==> config.mk <==
export PLATFORM = sky130hd
export DESIGN_NAME = sbgm_edge_arg
export DESIGN_NICKNAME = d
export VERILOG_FILES = /design/src/rtl/sbgm_pkg.sv /design/src/rtl/sbgm_edge_arg.sv
export SDC_FILE = /design/constraint.sdc
export NUM_CORES = 2
export LEC_CHECK = 0
export BUFFER_PORTS_ARGS = -buffer_cell sky130_fd_sc_hd__buf_2
export CORE_ASPECT_RATIO = 2
export CORE_MARGIN = 5
export CORE_UTILIZATION = 60
export CTS_CLUSTER_DIAMETER = 60
export DETAILED_ROUTE_END_ITERATION = 10
export GPL_TIMING_DRIVEN = 1
export MAX_ROUTING_LAYER = met4
export PLACE_DENSITY = 0.76
export SETUP_SLACK_MARGIN = 0.2
export SYNTH_ARGS = -nofsm -noshare
export SYNTH_HDL_FRONTEND = slang
export SYNTH_SLANG_ARGS = --single-unit
==> constraint.sdc <==
create_clock -name i_clk -period 8.9 [get_ports i_clk]
set_input_delay 0.445 -clock i_clk [delete_from_list [all_inputs] [get_ports i_clk]]
set_output_delay 0.445 -clock i_clk [all_outputs]
set_load 0.01 [all_outputs]
==> src/rtl/sbgm_pkg.sv <==
// shared widths, register codes, reset values and sigmoid table helper for the gain map
`default_nettype none

package sbgm_pkg;

    localparam int GRAD_W     = 16;
    localparam int INV_W      = 32;
    localparam int SLOPE_W    = 12;
    localparam int EXTRA_W    = 16;
    localparam int GAIN_W     = 16;
    localparam int CFG_IDX_W  = 3;
    localparam int CFG_DATA_W = 32;

    // g * inv and (g * inv) * slope
    localparam int GI_W       = GRAD_W + INV_W;
    localparam int GIS_W      = GI_W + SLOPE_W;
    // biased argument, signed, and its in-range span [0, 16) in Q.34
    localparam int ARG_X_W    = GIS_W + 2;
    localparam int ARG_W      = 38;
    localparam int ONE_SHIFT  = 26;

    // sigmoid values in Q.16, up to and including 1.0
    localparam int SIG_W      = 17;
    localparam logic [SIG_W-1:0] SIG_ONE = 17'h10000;
    // extra_gain times fall, signed
    localparam int EF_W       = EXTRA_W + SIG_W + 1;

    localparam int DEF_LUT_ENTRIES    = 256;
    localparam int DEF_GAIN_FRAC_BITS = 12;

    localparam longint unsigned Q30_ONE = 64'd1 << 30;

    localparam logic [INV_W-1:0]   RST_INV_LO = 32'd65536;
    localparam logic [INV_W-1:0]   RST_INV_HI = 32'd6554;
    localparam logic [SLOPE_W-1:0] RST_SLOPE  = 12'd512;
    localparam logic [EXTRA_W-1:0] RST_EXTRA  = 16'd20480;

    typedef enum logic [CFG_IDX_W-1:0] {
        CFG_MAP_MODE = 3'd0,
        CFG_INV_LO   = 3'd1,
        CFG_INV_HI   = 3'd2,
        CFG_SLOPE    = 3'd3,
        CFG_EXTRA    = 3'd4
    } t_cfg_reg;

    typedef enum logic {
        MODE_GAIN   = 1'b0,
        MODE_WEIGHT = 1'b1
    } t_map_mode;

    typedef struct packed {
        logic below;
        logic above;
    } t_edge_sat;

    // e^-a for a in Q.30, 0 <= a <= 8.0, result in Q.30; evaluated at elaboration only
    function automatic longint unsigned exp_neg_q30(input longint unsigned a);
        longint unsigned r;
        longint unsigned t2;
        longint unsigned t3;
        longint unsigned t4;
        longint unsigned e;
        r  = a >> 8;
        t2 = (r * r) >> 30;
        t3 = (t2 * r) >> 30;
        t4 = (t3 * r) >> 30;
        e  = Q30_ONE - r + t2 / 2 + t4 / 24 - t3 / 6;
        for (int k = 0; k < 8; k++) begin
            e = (e * e + (Q30_ONE >> 1)) >> 30;
        end
        return e;
    endfunction

endpackage

`default_nettype wire

==> src/rtl/sbgm_edge_arg.sv <==
// four-stage edge argument path: g*inv, times slope, bias and range check, table index
`default_nettype none

module sbgm_edge_arg #(
    parameter int LUT_ENTRIES = sbgm_pkg::DEF_LUT_ENTRIES,
    parameter bit IS_FALL     = 1'b0
) (
    input  logic                           i_clk,
    input  logic [3:0]                     i_en,
    input  logic [sbgm_pkg::GRAD_W-1:0]    i_gradient_magnitude,
    input  logic [sbgm_pkg::INV_W-1:0]     i_inv,
    input  logic [sbgm_pkg::SLOPE_W-1:0]   i_slope,
    output logic [$clog2(LUT_ENTRIES)-1:0] o_idx,
    output sbgm_pkg::t_edge_sat            o_sat
);
    import sbgm_pkg::*;

    localparam int IDX_W = $clog2(LUT_ENTRIES);
    localparam int LUT_W = $clog2(LUT_ENTRIES + 1);
    localparam int SC_W  = ARG_W + LUT_W;
    localparam logic [ARG_X_W-1:0] ARG_BIAS = ARG_X_W'(1) << (ARG_W - 1);

    logic [GI_W-1:0]    r_gi;
    logic [GIS_W-1:0]   r_gis;
    logic [ARG_W-1:0]   r_x;
    t_edge_sat          r_sat3;
    logic [IDX_W-1:0]   r_idx;
    t_edge_sat          r_sat4;

    logic [ARG_X_W-1:0] slope_one;
    logic [ARG_X_W-1:0] n_x_full;
    t_edge_sat          n_sat3;
    logic [SC_W-1:0]    n_scaled;

    // slope * 1.0 in Q.34; the fall edge uses the negated argument
    assign slope_one = ARG_X_W'(i_slope) << ONE_SHIFT;
    assign n_x_full  = IS_FALL ? (ARG_BIAS + slope_one - ARG_X_W'(r_gis))
                               : (ARG_BIAS - slope_one + ARG_X_W'(r_gis));

    assign n_sat3.below = n_x_full[ARG_X_W-1];
    assign n_sat3.above = !n_x_full[ARG_X_W-1] && (n_x_full[ARG_X_W-2:ARG_W] != '0);

    assign n_scaled = SC_W'(r_x) * SC_W'(LUT_ENTRIES);

    always_ff @(posedge i_clk) begin
        if (i_en[0]) begin
            r_gi <= GI_W'(i_gradient_magnitude) * GI_W'(i_inv);
        end
        if (i_en[1]) begin
            r_gis <= GIS_W'(r_gi) * GIS_W'(i_slope);
        end
        if (i_en[2]) begin
            r_x    <= n_x_full[ARG_W-1:0];
            r_sat3 <= n_sat3;
        end
        if (i_en[3]) begin
            r_idx  <= n_scaled[ARG_W +: IDX_W];
            r_sat4 <= r_sat3;
        end
    end

    assign o_idx = r_idx;
    assign o_sat = r_sat4;

endmodule

`default_nettype wire

==> results.txt <==
The final cycle utilization of the critical path is 0.786. The first global-routing pass estimated 152 mm of wire. Entering global routing, the biggest net connects 49 pins. The height of the die works out to 364 um. The worst setup path is launched from an input port.

The required arrival time at the worst endpoint is 9030 ps. Buffers inserted during clock tree synthesis total 9. The critical path is of the in2reg type. In this run, the number of DRC markers left after iteration 0 of detailed routing was 1623.

Traced cell by cell, the critical path runs through buf_2 > nand2_1 > fa_1 > inv_1 > fa_1 > fa_1 > fa_1 > fa_1 > inv_1 > fa_1 > inv_1 > ha_1 > and4_1 > and4_1 > nand3_1 > o31ai_2 > o221ai_2 > a21oi_1 > and4_1 > o31ai_1 > a21oi_1 > a31oi_1 > xnor2_1. The synthesized design contains 102 enable-type register cells. Counting the fill cells in the layout gives 5318.

TritonCTS built the clock tree. Placer's final routability congestion estimate: 0.931. The share of flip-flops with an asynchronous set or reset after synthesis came out at 0. The slowest stage of the critical path is the sky130_fd_sc_hd__buf_2 cell. In this design, the critical path's most frequently occurring cell is sky130_fd_sc_hd__fa_1. The number of max-cap violations is 0. The critical path contains buffers and inverters numbering 4 combined. On the worst path, the slowest cell contributes a delay of 630 ps. The library cell used most frequently in the layout, excluding fill and tap cells, is sky130_fd_sc_hd__inv_1.

The detailed router placed 27600 vias in this run. The gate family responsible for the most delay along the worst path was adder cells. The run finished with clean final reports. Synthesis instantiated 76 different standard cells from the library.

The placement row count is 130, and the setup TNS after final layout is 0 ps. Detailed placement ended at an HPWL of 73.5 mm. For the number of DRC violations after detailed routing, the log shows 0.

Gates resized during post-CTS repair numbered 0. Type of the worst min-delay path: reg2reg. A synthesized cell averages 9.09 um^2. Setup violations remaining at the end of the flow were counted as 0. The final layout contains routed wiring with a total length of 91.7 mm.

The all-layer global routing usage is 0.285, and the number of clock sinks seen by CTS is 102. In this run the worst path has a maximum fanout of 32. The post-synth net total was 5335; the count of cells along the worst hold path was 0. The die covers 68200 um^2. The depth of the CTS H-tree is 3.

The run gives 30500 as the via count of the first global-routing pass. The tools report the number of standard cells after synthesis as 4144. The register bit total from synthesis was 102.

The top cell types in the final layout, fill and taps aside, are sky130_fd_sc_hd__inv_1, sky130_fd_sc_hd__fa_1, sky130_fd_sc_hd__nand2_1. Setup repair after global routing left no endpoint under its margin. The per-cell routed wire length was 18.9 um; the synthesized area was 37700 um^2. For the finished layout, the period the worst path requires is 7000 ps.

Once layout is complete, the cells apart from fillers number 4851. Initial antenna violation count: 7. The number of hold-repair buffers added at the cts stage is 0, and the placed instance count is 4828. The run gives 380 ps as the clock latency on the worst-skew pair. For this run the aggregate overflow at the end of global routing stands at 0. Data arrives at the worst endpoint at 7120 ps.

The effective utilization at floorplan is 0.603. For the count of final max-slew check failures, the log shows 0. The run gives 12.1 ps as the final worst clock skew. At the pin with the least slew margin, the transition time is 1060 ps. After the last flow step, the layout net total stands at 5238. The run gives 0.296 as the remaining max-slew budget at the tightest pin.

In this run the number of cells on the critical path is 23. The proportion of synthesized chip area in sequential cells is 0.0813, and the via density per instance is 5.68. The fraction of final layout cells with drive strength greater than 1 is 0.0336, and the number of synthesis warnings is 0.

The number of cells on the worst reg-to-reg path is 21. The core region is 62500 um^2. In this run the remaining antenna-violating nets after routing total 0. In this run the tool buffered the top-level ports with 74 buffer cells.

For this run, the detailed router's first-pass iteration total came to 8. The run gives 0 as the post-CTS setup-driven buffer insertion count. In this run the count of I/O pins placed on the die edge is 75. The clock-pin slew on the worst setup and hold paths was 70 ps. Measured along the x axis, the die boundary spans 187 um. The clock passes through at most 2 buffers. The worst setup path is captured at a register. CTS placed an instance of sky130_fd_sc_hd__clkbuf_16 at the clock tree root. For this run, the leading register cell type out of synthesis is sky130_fd_sc_hd__edfxtp_1.

The logs give 0 for the total count of hold-check failures in the final report and 0.143 GHz for the achievable clock frequency. Compared with the post-synthesis result, the final layout area differs by 2.77%.
-- Yosys cell counts, types with 11 or more instances --
cell type	instances	area, um^2
sky130_fd_sc_hd__nand4_1	14	87.6
sky130_fd_sc_hd__inv_1	947	3550
sky130_fd_sc_hd__nor3_1	21	105
sky130_fd_sc_hd__o21a_1	17	128
sky130_fd_sc_hd__nand3_1	22	110
sky130_fd_sc_hd__clkbuf_1	190	713
sky130_fd_sc_hd__nor2_1	59	221
sky130_fd_sc_hd__nand2_1	728	2730
sky130_fd_sc_hd__o21ai_0	34	170
sky130_fd_sc_hd__o21ai_1	11	55.1
sky130_fd_sc_hd__and3_1	12	75.1
sky130_fd_sc_hd__fa_1	877	17600
sky130_fd_sc_hd__o21bai_1	15	113
sky130_fd_sc_hd__xnor2_1	70	613
sky130_fd_sc_hd__nand2b_1	13	81.3
sky130_fd_sc_hd__edfxtp_1	102	3060
sky130_fd_sc_hd__ha_1	249	3120
sky130_fd_sc_hd__and2_1	427	2670
sky130_fd_sc_hd__a31oi_1	12	75.1
sky130_fd_sc_hd__a21oi_1	106	531
sky130_fd_sc_hd__xor2_1	33	289
sky130_fd_sc_hd__a21o_1	45	338
-- through the flow --
stage	worst slack (ps)	cell area, um^2	hold WS [ps]	utilization
after detailed placement	1560	38400	412	0.615
final	1900	38700	419	0.620
after CTS	1930	38700	414	0.619
after global placement	1700	38400	407	0.615
after global routing	1580	38700	425	0.620
after floorplan	2460	37700	400	-
-- logic make-up after synthesis --
family,after synthesis,share of synthesized area
adders and majority gates,1126,0.549
buffers and inverters,1144,0.114
AOI/OAI and AO/OA,326,0.0604
DFF,102,0.0813
muxes,5,0.00140
and+or+nand+nor,1338,0.170
xor gates and xnor gates,103,0.0240
-- per-layer routing --
metal / vias to the layer above / GRT usage / wire, um
li1: 12100 / - / -
met1: 14100 / 0.326 / 32900
met2: 1050 / 0.507 / 48800
met3: 303 / 0.0334 / 5490
met4: 0 / 0.122 / 4600
met5: - / - / 0
-- area by class of cell --
class,instances,area (um^2),area share
multi-input cells,2898,30300,0.783
inverters,947,3550,0.0918
flip-flops and latches,102,3060,0.0791
well taps,792,991,0.0256
repair buffers,89,483,0.0125
clock buffers,9,225,0.00582
clock inverters,7,72.6,0.00188
diodes,7,17.5,0.000453
-- final timing paths --
| check | start | endpoint | slack, ps |
|---|---|---|---|
| hold reg to reg | r_x[36] | o_idx[6] | 420 |
| setup / recovery | i_gradient_magnitude[10] | r_gi[40] | 1900 |
| setup reg to reg | r_gi[16] | r_gis[55] | 2110 |
| hold / removal | r_x[36] | o_idx[6] | 420 |
-- flip-flops by register name (all words and copies together), names as in the netlist --
signal / flops
o_idx: 8
r_gi: 48
r_gis: 34
r_x: 8
r_sat3: 2
o_sat: 2
-- worst register-to-register path, cell delays in order (launching register included) --
cell and delay [ps]:
sky130_fd_sc_hd__edfxtp_1 780, sky130_fd_sc_hd__nand2_1 180, sky130_fd_sc_hd__fa_1 480, sky130_fd_sc_hd__fa_1 560, sky130_fd_sc_hd__inv_1 60, sky130_fd_sc_hd__fa_1 510
sky130_fd_sc_hd__fa_1 520, sky130_fd_sc_hd__inv_1 60, sky130_fd_sc_hd__fa_1 480, sky130_fd_sc_hd__inv_1 50, sky130_fd_sc_hd__ha_1 350, sky130_fd_sc_hd__o21ai_1 100
sky130_fd_sc_hd__a211o_1 300, sky130_fd_sc_hd__o221ai_1 220, sky130_fd_sc_hd__a31oi_1 90, sky130_fd_sc_hd__buf_4 190, sky130_fd_sc_hd__o41a_1 490, sky130_fd_sc_hd__o21bai_1 480
sky130_fd_sc_hd__nand2_1 100, sky130_fd_sc_hd__nand2_1 110, sky130_fd_sc_hd__o21ai_0 110, sky130_fd_sc_hd__a222oi_1 360
Power is not shown: default switching activity piles up to over one toggle a cycle in this logic, so the estimate is an artifact.
